<file path="src/rtl/core/u8cp_pkg.sv">
package u8cp_pkg;

   // Replacement character for anything that cannot be shown in Windows-1252.
   localparam logic [7:0] QMARK = 8'h3F;

   // Number of follower bytes still due in an open sequence.
   localparam logic [1:0] FOLLOW_NONE = 2'd0;
   localparam logic [1:0] FOLLOW_ONE  = 2'd1;
   localparam logic [1:0] FOLLOW_TWO  = 2'd2;

   // Code points that Windows-1252 places at bytes 0x80 to 0x9F; zero marks a hole.
   localparam logic [15:0] HIGH_TABLE [32] = '{
      16'h20AC, 16'h0000, 16'h201A, 16'h0192, 16'h201E, 16'h2026, 16'h2020, 16'h2021,
      16'h02C6, 16'h2030, 16'h0160, 16'h2039, 16'h0152, 16'h0000, 16'h017D, 16'h0000,
      16'h0000, 16'h2018, 16'h2019, 16'h201C, 16'h201D, 16'h2022, 16'h2013, 16'h2014,
      16'h02DC, 16'h2122, 16'h0161, 16'h203A, 16'h0153, 16'h0000, 16'h017E, 16'h0178
   };

   // Results that one input word produces: none, one, or two.
   typedef struct packed {
      logic [1:0] count;
      logic [7:0] char0;
      logic [7:0] char1;
   } push_type;

   function automatic logic [7:0] map_point(input logic [15:0] cp);
      logic [7:0] res;
      res = QMARK;
      if (cp < 16'h0080 || (cp >= 16'h00A0 && cp <= 16'h00FF)) begin
         res = cp[7:0];
      end else begin
         for (int k = 0; k < 32; k++) begin
            if (HIGH_TABLE[k] != 16'h0000 && HIGH_TABLE[k] == cp) begin
               res = {3'b100, 5'(k)};
            end
         end
      end
      return res;
   endfunction

endpackage

</file>
<file path="src/rtl/core/u8cp_if.sv">
interface u8cp_req_if;
   logic       valid;
   logic       ready;
   logic [7:0] data_byte;
   logic       stream_end;

   modport source (output valid, output data_byte, output stream_end, input ready);
   modport sink   (input valid, input data_byte, input stream_end, output ready);
endinterface

interface u8cp_rsp_if;
   logic       valid;
   logic       ready;
   logic [7:0] char_byte;
   logic       run_end;

   modport source (output valid, output char_byte, output run_end, input ready);
   modport sink   (input valid, input char_byte, input run_end, output ready);
endinterface

</file>
<file path="src/rtl/core/utf8_to_cp1252_transcoder_unit.sv">
// Channel   Dir   Fields                  Meaning
// req       in    data_byte, stream_end   UTF-8 input stream, one byte per word
// rsp       out   char_byte, run_end      Windows-1252 bytes, run_end on last of a word
//
// A word waits in the input register until the queue has room, is decoded, and its
// results enter a four-entry result queue. One word is accepted per cycle while the
// queue has room; a truncated three-byte sequence writes two results.
// Input stalls only while the result queue holds more than two results.
// Synchronous reset closes any open sequence and empties the result queue.
module utf8_to_cp1252_transcoder_unit (
   input  logic       clock,
   input  logic       reset,
   u8cp_req_if.sink   req,
   u8cp_rsp_if.source rsp
);

   logic               in_valid_ff;
   logic               in_valid_in;
   logic [7:0]         in_data_ff;
   logic               in_end_ff;
   logic               room;
   logic               fire;
   logic               take;
   u8cp_pkg::push_type push;

   assign fire      = in_valid_ff && room;
   assign req.ready = !in_valid_ff || fire;
   assign take      = req.valid && req.ready;

   always_comb begin
      in_valid_in = in_valid_ff;
      if (take) begin
         in_valid_in = 1'b1;
      end else if (fire) begin
         in_valid_in = 1'b0;
      end
   end

   always_ff @(posedge clock) begin
      if (reset) begin
         in_valid_ff <= 1'b0;
      end else begin
         in_valid_ff <= in_valid_in;
      end
   end

   always_ff @(posedge clock) begin
      if (take) begin
         in_data_ff <= req.data_byte;
         in_end_ff  <= req.stream_end;
      end
   end

   u8cp_decoder u_decoder (
      .clock      (clock),
      .reset      (reset),
      .fire       (fire),
      .data_byte  (in_data_ff),
      .stream_end (in_end_ff),
      .push       (push)
   );

   u8cp_result_fifo u_result_fifo (
      .clock (clock),
      .reset (reset),
      .fire  (fire),
      .push  (push),
      .room  (room),
      .rsp   (rsp)
   );

   a_push_count: assert property (@(posedge clock) disable iff (reset)
      fire |-> push.count != 2'd3)
      else $error("decoder produced more than two results for one word");

   a_held_word: assert property (@(posedge clock) disable iff (reset)
      (in_valid_ff && !fire) |=> in_valid_ff)
      else $error("stalled input word was dropped");

   a_reset_empty: assert property (@(posedge clock)
      $past(reset) |-> !rsp.valid)
      else $error("result queue not empty after reset");

endmodule

</file>
<file path="src/rtl/core/u8cp_decoder.sv">
module u8cp_decoder (
   input  logic               clock,
   input  logic               reset,
   input  logic               fire,
   input  logic [7:0]         data_byte,
   input  logic               stream_end,
   output u8cp_pkg::push_type push
);

   logic [1:0] follow_ff;
   logic [1:0] follow_in;
   logic [9:0] point_ff;
   logic [9:0] point_in;

   logic       fresh_emit;
   logic [7:0] fresh_char;
   logic [1:0] fresh_follow;
   logic [9:0] fresh_point;

   // Handling of a byte that arrives with no sequence open.
   always_comb begin
      fresh_emit   = 1'b1;
      fresh_char   = u8cp_pkg::QMARK;
      fresh_follow = u8cp_pkg::FOLLOW_NONE;
      fresh_point  = point_ff;
      if (!data_byte[7]) begin
         fresh_char = data_byte;
      end else if (data_byte[7:5] == 3'b110) begin
         if (!stream_end) begin
            fresh_emit   = 1'b0;
            fresh_follow = u8cp_pkg::FOLLOW_ONE;
            fresh_point  = {5'b0, data_byte[4:0]};
         end
      end else if (data_byte[7:4] == 4'b1110) begin
         if (!stream_end) begin
            fresh_emit   = 1'b0;
            fresh_follow = u8cp_pkg::FOLLOW_TWO;
            fresh_point  = {6'b0, data_byte[3:0]};
         end
      end
   end

   always_comb begin
      push       = '0;
      push.char1 = fresh_char;
      follow_in  = follow_ff;
      point_in   = point_ff;
      case (follow_ff)
         u8cp_pkg::FOLLOW_TWO: begin
            if (stream_end) begin
               // The cut-off lead gives '?', then the byte is taken on its own.
               push.count = 2'd2;
               push.char0 = u8cp_pkg::QMARK;
               follow_in  = u8cp_pkg::FOLLOW_NONE;
            end else begin
               point_in  = {point_ff[3:0], data_byte[5:0]};
               follow_in = u8cp_pkg::FOLLOW_ONE;
            end
         end
         u8cp_pkg::FOLLOW_ONE: begin
            push.count = 2'd1;
            push.char0 = u8cp_pkg::map_point({point_ff, data_byte[5:0]});
            follow_in  = u8cp_pkg::FOLLOW_NONE;
         end
         default: begin
            push.count = {1'b0, fresh_emit};
            push.char0 = fresh_char;
            follow_in  = fresh_follow;
            point_in   = fresh_point;
         end
      endcase
   end

   always_ff @(posedge clock) begin
      if (reset) begin
         follow_ff <= u8cp_pkg::FOLLOW_NONE;
      end else if (fire) begin
         follow_ff <= follow_in;
      end
   end

   always_ff @(posedge clock) begin
      if (fire) begin
         point_ff <= point_in;
      end
   end

endmodule

</file>
<file path="src/rtl/core/u8cp_result_fifo.sv">
module u8cp_result_fifo (
   input  logic               clock,
   input  logic               reset,
   input  logic               fire,
   input  u8cp_pkg::push_type push,
   output logic               room,
   u8cp_rsp_if.source         rsp
);

   localparam int Depth = 4;
   localparam int PtrW  = $clog2(Depth);

   logic [8:0]      mem_ff [Depth];
   logic [PtrW-1:0] wr_ptr_ff;
   logic [PtrW-1:0] wr_ptr_in;
   logic [PtrW-1:0] rd_ptr_ff;
   logic [PtrW-1:0] rd_ptr_in;
   logic [PtrW:0]   count_ff;
   logic [PtrW:0]   count_in;
   logic [1:0]      n_push;
   logic            pop;

   assign n_push = fire ? push.count : 2'd0;
   assign pop    = rsp.valid && rsp.ready;

   // A word may produce two results, so keep space for two.
   assign room = count_ff <= (PtrW + 1)'(Depth - 2);

   assign rsp.valid     = count_ff != '0;
   assign rsp.char_byte = mem_ff[rd_ptr_ff][8:1];
   assign rsp.run_end   = mem_ff[rd_ptr_ff][0];

   always_comb begin
      wr_ptr_in = wr_ptr_ff + PtrW'(n_push);
      rd_ptr_in = rd_ptr_ff + PtrW'(pop);
      count_in  = count_ff + (PtrW + 1)'(n_push) - (PtrW + 1)'(pop);
   end

   always_ff @(posedge clock) begin
      if (reset) begin
         wr_ptr_ff <= '0;
         rd_ptr_ff <= '0;
         count_ff  <= '0;
      end else begin
         wr_ptr_ff <= wr_ptr_in;
         rd_ptr_ff <= rd_ptr_in;
         count_ff  <= count_in;
      end
   end

   always_ff @(posedge clock) begin
      if (n_push != 2'd0) begin
         mem_ff[wr_ptr_ff] <= {push.char0, push.count == 2'd1};
      end
      if (n_push == 2'd2) begin
         mem_ff[wr_ptr_ff + PtrW'(1)] <= {push.char1, 1'b1};
      end
   end

endmodule
</file>
<file path="src/flat_wrapper.sv">
// flat-port wrapper written by rule: the top's interface ports become plain ports
module utf8_to_cp1252_transcoder_unit_flat 
  (clock, reset, req_valid, req_data_byte, req_stream_end, req_ready, rsp_valid, rsp_char_byte, rsp_run_end, rsp_ready);
  u8cp_req_if req_i ();
  u8cp_rsp_if rsp_i ();
  input  logic clock;
  input  logic reset;
  input wire logic [$bits(req_i.valid)-1:0] req_valid;
  input wire logic [$bits(req_i.data_byte)-1:0] req_data_byte;
  input wire logic [$bits(req_i.stream_end)-1:0] req_stream_end;
  output wire logic [$bits(req_i.ready)-1:0] req_ready;
  output wire logic [$bits(rsp_i.valid)-1:0] rsp_valid;
  output wire logic [$bits(rsp_i.char_byte)-1:0] rsp_char_byte;
  output wire logic [$bits(rsp_i.run_end)-1:0] rsp_run_end;
  input wire logic [$bits(rsp_i.ready)-1:0] rsp_ready;
  assign req_i.valid = req_valid;
  assign req_i.data_byte = req_data_byte;
  assign req_i.stream_end = req_stream_end;
  assign req_ready = req_i.ready;
  assign rsp_valid = rsp_i.valid;
  assign rsp_char_byte = rsp_i.char_byte;
  assign rsp_run_end = rsp_i.run_end;
  assign rsp_i.ready = rsp_ready;
  utf8_to_cp1252_transcoder_unit u_core (.clock(clock), .reset(reset), .req(req_i), .rsp(rsp_i));
endmodule
</file>
<file path="config.mk">
export PLATFORM = sky130hd
export DESIGN_NAME = utf8_to_cp1252_transcoder_unit_flat
export DESIGN_NICKNAME = d
export VERILOG_FILES = /design/src/rtl/core/u8cp_pkg.sv /design/src/rtl/core/u8cp_if.sv /design/src/rtl/core/utf8_to_cp1252_transcoder_unit.sv /design/src/rtl/core/u8cp_decoder.sv /design/src/rtl/core/u8cp_result_fifo.sv /design/src/flat_wrapper.sv
export SDC_FILE = /design/constraint.sdc
export NUM_CORES = 1
export LEC_CHECK = 0
export ABC_CLOCK_PERIOD_IN_PS = 8650
export CAP_MARGIN = 20
export CORE_UTILIZATION = 61
export DETAILED_ROUTE_END_ITERATION = 8
export DONT_BUFFER_PORTS = 1
export GPL_TIMING_DRIVEN = 1
export PLACE_DENSITY = 0.77
export SETUP_SLACK_MARGIN = 0.3
export SLEW_MARGIN = 40
export SYNTH_ARGS = -nofsm -noshare
export SYNTH_HDL_FRONTEND = slang
export SYNTH_HIERARCHICAL = 1
export SYNTH_SLANG_ARGS = --single-unit
</file>
<file path="constraint.sdc">
create_clock -name clock -period 8.65 [get_ports clock]
set_input_delay 0.4325 -clock clock [delete_from_list [all_inputs] [get_ports clock]]
set_output_delay 0.4325 -clock clock [all_outputs]
set_load 0.05 [all_outputs]
</file>
# Yosys cells after proc, flatten, opt, wreduce, memory -nomap -nowiden
# Memory sizes are Yosys's and may differ from the RTL's. A register that Yosys moved wholly into a read port is not among the register bits.
# Cells that the tools add are included.
word_totals:
  register_bits: 29
  mem_bits_rw: 36
  inputBits: 13
  out_inout_bits: 11
  elab_cells: 122
  mem_count: 1
op_classes:
  addsub: 5
  order_cmp: 4
  n_eq_ne: 33
  mux: 56
  n_bitwise: 2
  reduce_logical: 13
memory_table:
  columns: ["name", "words", "width", "read_ports", "rd_ports_with_merged_regs", "wr", "line_no", "text"]
  rows:
  - ["u_core.u_result_fifo.mem_ff", 4, 9, 1, 1, 2, "u8cp_result_fifo.sv:13", "logic [8:0] mem_ff [Depth];"]
op_table:
  columns: ["op", "n"]
  rows:
  - ["14-bit by 16-bit == test with 1-bit output, first input constant", 17]
  - ["8-bit two-way mux", 28]
  - ["9-bit by 16-bit == test with 1-bit output, first input constant", 8]
  - ["10-bit two-way mux", 7]
  - ["10-bit one-hot mux with 2 select lines", 2]
  - ["10-bit by 16-bit == test with 1-bit output, first input constant", 2]
  - ["16-bit by 8-bit >= comparator with 1-bit output, second input constant", 1]
  - ["16-bit by 8-bit <= comparator with 1-bit output, second input constant", 1]
  - ["16-bit by 8-bit < comparator with 1-bit output, second input constant", 1]
  - ["2-bit two-way mux", 6]
  - ["1-bit two-way mux", 11]
  - ["7-bit two-way mux", 1]
  - ["2-bit nonzero test", 3]
  - ["3-bit nonzero test", 2]
  - ["5-bit AND reduction", 1]
  - ["2-bit by 1-bit == test with 1-bit output, second input constant", 2]
  - ["2-bit == test, second input constant", 2]
  - ["4-bit == test, second input constant", 1]
  - ["1-bit logical AND", 4]
  - ["2-bit one-hot mux with 2 select lines", 1]
  - ["3-bit by 2-bit adder with 3-bit output", 1]
  - ["3-bit == test, second input constant", 1]
  - ["3-bit by 2-bit <= comparator with 1-bit output, second input constant", 1]
  - ["3-bit by 1-bit subtractor with 3-bit output", 1]
  - ["6 further kinds", 8]

# Depth between registers and ports, before layout
# Gate-level depths: netlist of the first run.
depth:
  ltp_word: 34
  depth_mapped: 13
  mapped_depth_nobuf: 12

# Modules after synthesis
# The synthesis of the first run kept the hierarchy.
modules_own_cells:
  columns: ["module", "instances", "cells_per_inst", "area_per_inst_um2", "seq_area_each_um2"]
  rows:
  - ["u8cp_result_fifo", 1, 158, 2237.1, 1181.1]
  - ["u8cp_decoder", 1, 184, 1490.2, 340.3]
  - ["utf8_to_cp1252_transcoder_unit", 1, 15, 332.8, 290.3]

# Worst setup path before layout of the first run
# OpenSTA, ideal clock, no wires.
synth_path:
  kind: "register to register"
  start: "reg u_core.u_decoder.follow_ff[0]"
  end: "reg u_core.u_result_fifo.count_ff[2]"
  setup_time_ns: 0.078
  arrival_ns: 2.753
  required_time_ns: 8.572
  slack_ns: 5.820
  stages_incl_launch_ff: 14
  path_buffers: 1
  synth_period_minus_slack_ns: 2.830
  path_cell_list: "dfxtp_1 > inv_1 > ha_1 > clkbuf_1 > nor2_1 > a21oi_1 > nand2_1 > nand3_1 > nand2_1 > ha_1 > fa_1 > xor2_1 > and2_1 > nor3_1"
synth_lines:
  columns: ["item", "line_no", "text"]
  rows:
  - ["from (decl)", "u8cp_decoder.sv:10", "logic [1:0] follow_ff;"]
  - ["from (signal assigned)", "u8cp_decoder.sv:76", "follow_ff <= u8cp_pkg::FOLLOW_NONE;"]
  - ["from (signal assigned)", "u8cp_decoder.sv:78", "follow_ff <= follow_in;"]
  - ["to (signal assigned)", "u8cp_result_fifo.sv:47", "count_ff <= count_in;"]
  - ["to (decl)", "u8cp_result_fifo.sv:18", "logic [PtrW:0] count_ff;"]

==> results by group, run 1 <==
Clocking
  • CTS Buffer Depth: 2
  • Clock root buffer: clkbuf_8
  • CTS Buf Count: 9
  • Post_cts resized: 0
  • CTS Hold Buffers Added: 0
  • Worst-skew pair later-pin latency: 0.34 ns
  • Clk slew on worst S/H paths: 0.07 ns
  • Postcts setup bufs: 0
  • CTS tree: yes
  • # clock sinks: 65
  • H-tree Lvls: 3

Global routing
  • GRT overflow: 0
  • First-pass GRT wire length: 14,000 um
  • Vias in the first global route: 2,823
  • All-Layer GR Usage: 25.6%
  • Pin count of the biggest net entering global routing: 21
  • Initial antenna violation count: 0

Critical path
  • Slowest stage cell, crit path: edfxtp_1
  • CP Capture Type: flop
  • Worst-path fanout max: 16
  • WP data required: 8.91 ns
  • Reg2reg start: u_core/in_data_ff[5]
  • Critical Path Most Common Cell: nand2_1
  • CP Buf/Inv Count: 0
  • CP Launch Type: flop
  • CP top delay family: simple AND/OR/NAND/NOR gates
  • CP cell instances: nand2_1 > nor3b_1 > a21oi_1 > nand2_1 > nand3_1 > nand2_1 > ha_1 > fa_1 > xor2_1 > and2_1 > nor3_1
  • CP Launch Point: u_core/in_data_ff[5]
  • Crit path DAT: 3.55 ns
  • Critical path class: flop to flop
  • Max incr delay on CP: 0.65 ns

Run
  • Maxcap violations: 0

Power
  • LEAKAGE: 1.43 nW
  • Tot Pwr: 902 uW
  • Switching power: 320 uW
  • Internal power: 582 uW
  • Switching fraction of total power: 35.5%
  • Power per cell area: 213 nW/um2
  • Clk pwr share: 27.4%
  • Comb power frac: 26.9%
  • Reg power frac: 45.7%
  • Peak VDD IR: 0.000170 V

Route
  • Post-detailed-route wirelength per cell: 19.9 um
  • Antenna-violating nets left: 0
  • DRT Wirelength: 8540 um
  • Vias: 2,977
  • Number of DRC markers in iteration 0: 258
  • Via density: 6.94
  • Drt first pass iters: 5
  • DRC Markers: 0

Floorplanning
  • CORE AREA: 6390 um2
  • Die area: 6990 um2
  • Initial Utilization: 63.6%
  • FP Rows: 29
  • Die width: 83.6 um
  • Die height: 83.6 um
  • Num ports: 24

Final layout
  • Layout cell share with drive strength beyond 1: 17.9%
  • Area growth, synth to finish: 4.41%
  • Fin util: 66.4%
  • Reg area: 1810 um2
  • N_diodes: 0
  • Final net count: 366
  • Area of the multi-input gates: 2100 um2
  • Fillcell total: 491
  • Commonest cells after routing, fill and taps aside: edfxtp_1, nor2_1, a22o_1
  • Commonest non-fill, non-tap cell in the layout: edfxtp_1

Yosys
  • Mapped Nets: 376
  • Number of synthesized register bits: 65
  • Synth Instances: 357
  • Mapped Area: 4060 um2
  • Top_reg_cell synth: edfxtp_1
  • Post-synth EDFFs: 51
  • Synth async-reset ratio: 0%
  • Yosys Warn Count: 6
  • Post-synthesis cell type count: 82
  • Syn_area_per_cell: 11.4 um2
  • Sequential-to-total area share from yosys stat: 44.6%

Timing
  • Worst-Margin Slew: 0.795 ns
  • RSZ-0062 raised after global routing: no
  • Max-slew headroom: 46.2%
  • Final setup fails: 0
  • Minimum clock period: 3.29 ns
  • Worst Skew: 0.0101 ns
  • Final Cycle Share: 38.1%
  • Total negative slack: 0 ns
  • Fin. Hold Viols: 0
  • Fmax: 304 MHz
  • Max-slew violation count: 0

Hold path
  • Beginning of the worst hold path: reset
  • Min-delay worst type: primary input to flop

Place
  • HPWL Detailed: 6060 um
  • Input/output buffers: 0
  • GP Congestion: 0.999

Run status
  • Outcome: completed
==> final cells by class <==
cell class | instances | share of cell area, %
Clock buffer | 10 | 3.01
Clock inverter | 6 | 1.36
Inverter | 11 | 0.974
Multi-Input combinational cell | 260 | 49.6
Sequential cell | 65 | 42.7
Tap cell | 77 | 2.27
==> logic make-up (layout without fill, tap and decap cells) <==
kind of cell / Yosys count / in the layout / share of synthesized area (%)
other: 1 / 1 / 0.0924
XOR/XNOR: 7 / 7 / 1.51
AO/OA/AOI/OAI: 88 / 88 / 17.5
multiplexers: 11 / 11 / 5.49
adder cells (fa/ha/maj): 6 / 6 / 2.03
buffers and inverters: 32 / 27 / 4.22
flip-flops: 65 / 65 / 44.6
AND/OR/NAND/NOR: 147 / 147 / 24.5
==> routing by layer <==
layer | share of wire (%) | track usage (%) | vias to the layer above | wire (um)
li1 | - | - | 1379 | -
met1 | 44 | 34.2 | 1453 | 3740
met2 | 48 | 41.0 | 118 | 4130
met3 | 5.1 | 6.13 | 27 | 434
met4 | 2.8 | 8.94 | 0 | 236
met5 | 0 | 0 | - | 0
==> cells in the mapped netlist (3+ instances only) <==
cell type	count	share of area [%]
nand2b_1	5	0.77
o22ai_1	5	0.77
a31oi_1	3	0.46
nor2_1	27	2.5
or2_2	6	0.92
xor2_1	4	0.86
nor4_1	3	0.46
nor3b_1	4	0.74
nor4b_1	4	0.86
nand2_1	15	1.4
buf_6	4	1.1
nor2b_1	11	1.7
edfxtp_1	51	38
a22o_2	7	1.7
a21oi_1	11	1.4
and3_1	4	0.62
mux4_2	9	5.0
dfxtp_1	14	6.9
buf_4	4	0.74
and4b_1	3	0.74
ha_1	5	1.5
a22oi_1	3	0.55
o21ai_0	5	0.62
xnor2_1	3	0.65
nand3b_1	5	0.92
buf_2	5	0.62
nand4b_1	3	0.65
nand4_1	3	0.46
nor3_1	4	0.49
nand3_1	11	1.4
or3_1	3	0.46
nor2_4	5	1.4
a22o_1	25	5.4
inv_1	11	1.0
clkbuf_1	7	0.65
and2_1	8	1.2
==> sequential cells by signal (all words and copies together), names as in the netlist <==
signal,cells
u_core/u_result_fifo/rd_ptr_ff,2
u_core/in_valid_ff,1
u_core/u_result_fifo/count_ff,3
u_core/in_end_ff,1
u_core/u_decoder/point_ff,10
u_core/in_data_ff,8
u_core/u_result_fifo/wr_ptr_ff,2
u_core/u_decoder/follow_ff,2
u_core/u_result_fifo/mem_ff,36
==> final timing paths <==
path	to	slack, ns	depth (start not counted)
hold / removal	u_core/in_valid_ff	0.15	1
setup / recovery	u_core/u_result_fifo/count_ff[2]	5.36	11
setup reg to reg	u_core/u_result_fifo/count_ff[2]	5.36	11
hold reg to reg	u_core/u_result_fifo/mem_ff[3][0]	0.50	2
==> per-stage QoR <==
step / setup slack (ns) / cell area, um2 / std cells / hold slack [ns]
4_1_cts: 5.38 / 4240 / 429 / 0.142
6_report: 5.36 / 4240 / 429 / 0.150
2_1_floorplan: 5.82 / 4060 / 357 / 0.421
3_3_place_gp: 5.36 / 4030 / 413 / 0.473
3_5_place_dp: 5.40 / 4050 / 413 / 0.486
5_1_grt: 5.07 / 4240 / 429 / 0.124
==> worst register-to-register path: cells and delay by family, from the launching register on <==
family	cells	cell delay, ns
DFF	1	0.65
adders and majority gates	2	0.56
AOI/OAI and AO/OA	1	0.63
and+or+nand+nor	7	1.23
xor gates and xnor gates	1	0.17
==> power groups by stage <==
stage          sequential (mW)  clock (mW)  combinational [mW]
2_1_floorplan            0.385           0               0.248
3_3_place_gp             0.418           0               0.237
3_5_place_dp             0.419           0               0.242
4_1_cts                  0.413       0.252               0.243
5_1_grt                  0.419       0.269               0.263
6_report                 0.412       0.247               0.242
(Power assumes the default switching activity.)
==> run 2: changes to the inputs <==
- ABC_AREA: default -> 1
- ABC_CLOCK_PERIOD_IN_PS: 8650 -> 3150
- clock period: 8.65 -> 3.15 ns (I/O delays scaled with it)
==> run 2 against run 1 <==
First-iteration DRC count is 76% higher. Via count grew 20%. Critical endpoint unchanged. Register-to-register slack worse by 4.9 ns. Routed wire length up 26%. Cell count up 36%.
==> results by group, run 2 <==
Route
  • Antenna-violating nets left: 0
  • Highest metal used: met4
  • Met1 WL: 4400 um
  • Via density: 6.12
  • Number of DRC markers in iteration 0: 454
  • Post-detailed-route wirelength per cell: 18.4 um
  • Routed wl met2: 5160 um
  • WL met3: 877 um
  • Vias: 3,573
  • Drt first pass iters: 5
  • DRC Markers: 0
  • DRT Wirelength: 10,700 um

Yosys
  • Top_reg_cell synth: edfxtp_1
  • Mapped Area: 3890 um2
  • Largest cells by area after synthesis: edfxtp_1, nand2_1, inv_1
  • Post-synth top area cell: edfxtp_1
  • Yosys Warn Count: 6
  • Count leader, synth: nand2_1
  • Synth async-reset ratio: 0%
  • Number of synthesized register bits: 65
  • Syn_area_per_cell: 8.21 um2
  • Mapped Nets: 493
  • Share of the synthesized area in the top cell type: 39.3%
  • Post-synthesis cell type count: 42
  • Synth Instances: 474
  • Sequential-to-total area share from yosys stat: 46.5%
  • Post-synth EDFFs: 51
  • Synth top cells by count: nand2_1, inv_1, nor2_1

Critical path
  • CP cell instances: inv_2 > nor2_4 > inv_2 > nor2_1 > nor2_1 > o21ai_1 > nand2_2 > nand2_2 > inv_1 > nand2_1 > nand2_1 > ha_1 > fa_1 > xor2_2 > nand2_1 > nand2_1 > nor2_1
  • Worst-path fanout max: 6
  • Critical path class: flop to flop
  • CP Launch Type: flop
  • Crit path DAT: 2.97 ns
  • WP data required: 3.40 ns
  • CP Capture Type: flop
  • Critical Path Most Common Cell: nand2_1
  • Max incr delay on CP: 0.44 ns
  • Slowest stage cell, crit path: edfxtp_1
  • Setup slack, reg-to-reg: 0.43 ns

Timing
  • Fmax: 368 MHz
  • Max-slew headroom: 59.6%
  • Final setup fails: 0
  • Worst hold slack: 0.0522 ns
  • Worst-Margin Slew: 0.604 ns
  • Minimum clock period: 2.72 ns
  • Fin. Hold Viols: 0
  • Worst Skew: 0.0108 ns
  • Final Cycle Share: 86.3%
  • RSZ-0062 raised after global routing: no
  • Max-slew violation count: 0
  • Total negative slack: 0 ns

Final layout
  • Final non-filler cell total: 584
  • Layout cell share with drive strength beyond 1: 15.1%
  • Largest register FFs: 36
  • N_diodes: 0
  • Final net count: 523
  • Commonest cells after routing, fill and taps aside: nand2_1, inv_1, nor2_1
  • Regs by FF count: u_core/u_result_fifo/mem_ff (36), u_core/u_decoder/point_ff (10), u_core/in_data_ff (8)
  • Post-route cell area: 4380 um2
  • Largest reg by FF count: u_core/u_result_fifo/mem_ff
  • Commonest non-fill, non-tap cell in the layout: nand2_1
  • Area growth, synth to finish: 12.4%

Global routing
  • Vias in the first global route: 3,354
  • Pin count of the biggest net entering global routing: 21
  • First-pass GRT wire length: 16,400 um
  • GRT overflow: 0
  • Initial antenna violation count: 0
  • All-Layer GR Usage: 34.0%

Clocking
  • CTS tree: yes
  • Worst-skew pair later-pin latency: 0.35 ns
  • H-tree Lvls: 3
  • Clock root buffer: clkbuf_8
  • CTS Buf Count: 9
  • # clock sinks: 65
  • CTS Buffer Depth: 2
  • Clk slew on worst S/H paths: 0.07 ns

Run status
  • Outcome: completed

Floorplanning
  • Num ports: 24
  • Die area: 6710 um2
  • CORE AREA: 6030 um2
  • FP Rows: 28
  • Initial Utilization: 64.6%
  • Die width: 81.9 um
  • Die height: 81.9 um

Power
  • Peak VDD IR: 0.000674 V
  • LEAKAGE: 1.97 nW
  • Tot Pwr: 2.75 mW
  • Power per cell area: 627 nW/um2

Place
  • Cell Count Post-Placement: 550
  • Post-DP Area: 4000 um2
  • HPWL Detailed: 7440 um
  • GP Congestion: 0.968
  • Input/output buffers: 0

Run
  • Maxcap violations: 0

Hold path
  • Min-delay worst type: primary input to flop
==> run 2: worst max-delay path, delay by kind of cell, from the launching register on <==
kind                     cells  cell delay [ns]
AO/OA/AOI/OAI                1             0.16
adder cells (fa/ha/maj)      2             0.62
flip-flops                   1             0.44
XOR/XNOR                     1             0.18
buffers and inverters        3             0.25
AND/OR/NAND/NOR             10             0.97
==> run 2: cell families after synthesis <==
| logic type | synth area share (%) |
|---|---|
| AO/OA/AOI/OAI | 14.8 |
| XOR/XNOR | 0.675 |
| adder cells (fa/ha/maj) | 2.12 |
| buffers and inverters | 9.67 |
| flip-flops | 46.5 |
| other | 0.0963 |
| AND/OR/NAND/NOR | 26.1 |
==> run 2: final timing paths <==
check                                    start                           endpoint  cells after the start
max                       u_core/in_data_ff[5]   u_core/u_result_fifo/count_ff[2]                     17
max reg2reg               u_core/in_data_ff[5]   u_core/u_result_fifo/count_ff[2]                     17
min reg2reg  u_core/u_result_fifo/mem_ff[0][0]  u_core/u_result_fifo/mem_ff[0][0]                      2
min                                  rsp_ready  u_core/u_result_fifo/rd_ptr_ff[1]                      3
==> run 2: per-layer routing <==
metal | up-vias | track usage, %
met3 | 31 | 6.56
met5 | - | 0
met1 | 1682 | 44.1
met4 | 0 | 14.0
met2 | 216 | 55.5
li1 | 1644 | -
==> run 2: cell type report <==
type	instances	area, um2
fill	453	1650
clock buffer	11	141
multi-input combinational	318	1720
tap	75	93.8
clock inverter	5	55.1
inverter	81	308
sequential	65	1810
timing repair buffer	29	248
==> run 2: metrics by stage <==
stage | setup slack, ns | utilization [%]
2_1_floorplan | 0.754 | -
5_1_grt | 0.316 | 72.6
6_report | 0.431 | 72.6
4_1_cts | 0.418 | 71.6
3_5_place_dp | 0.474 | 66.3
3_3_place_gp | 0.589 | 66.3
==> run 2: where the power goes <==
group	switching, mW	leakage, nW	internal (mW)
Clock	0.321	0.104	0.386
Combinational	0.682	1.26	0.271
Sequential	0.0644	0.610	1.02
==> run 2: what timing repair did <==
action                                  4_1_cts  5_1_grt
buffers inserted                              0        6
gates resized for setup                       0        4
hold endpoints to repair                     19        0
endpoints found under the setup margin        0        2
hold buffers                                 12        0
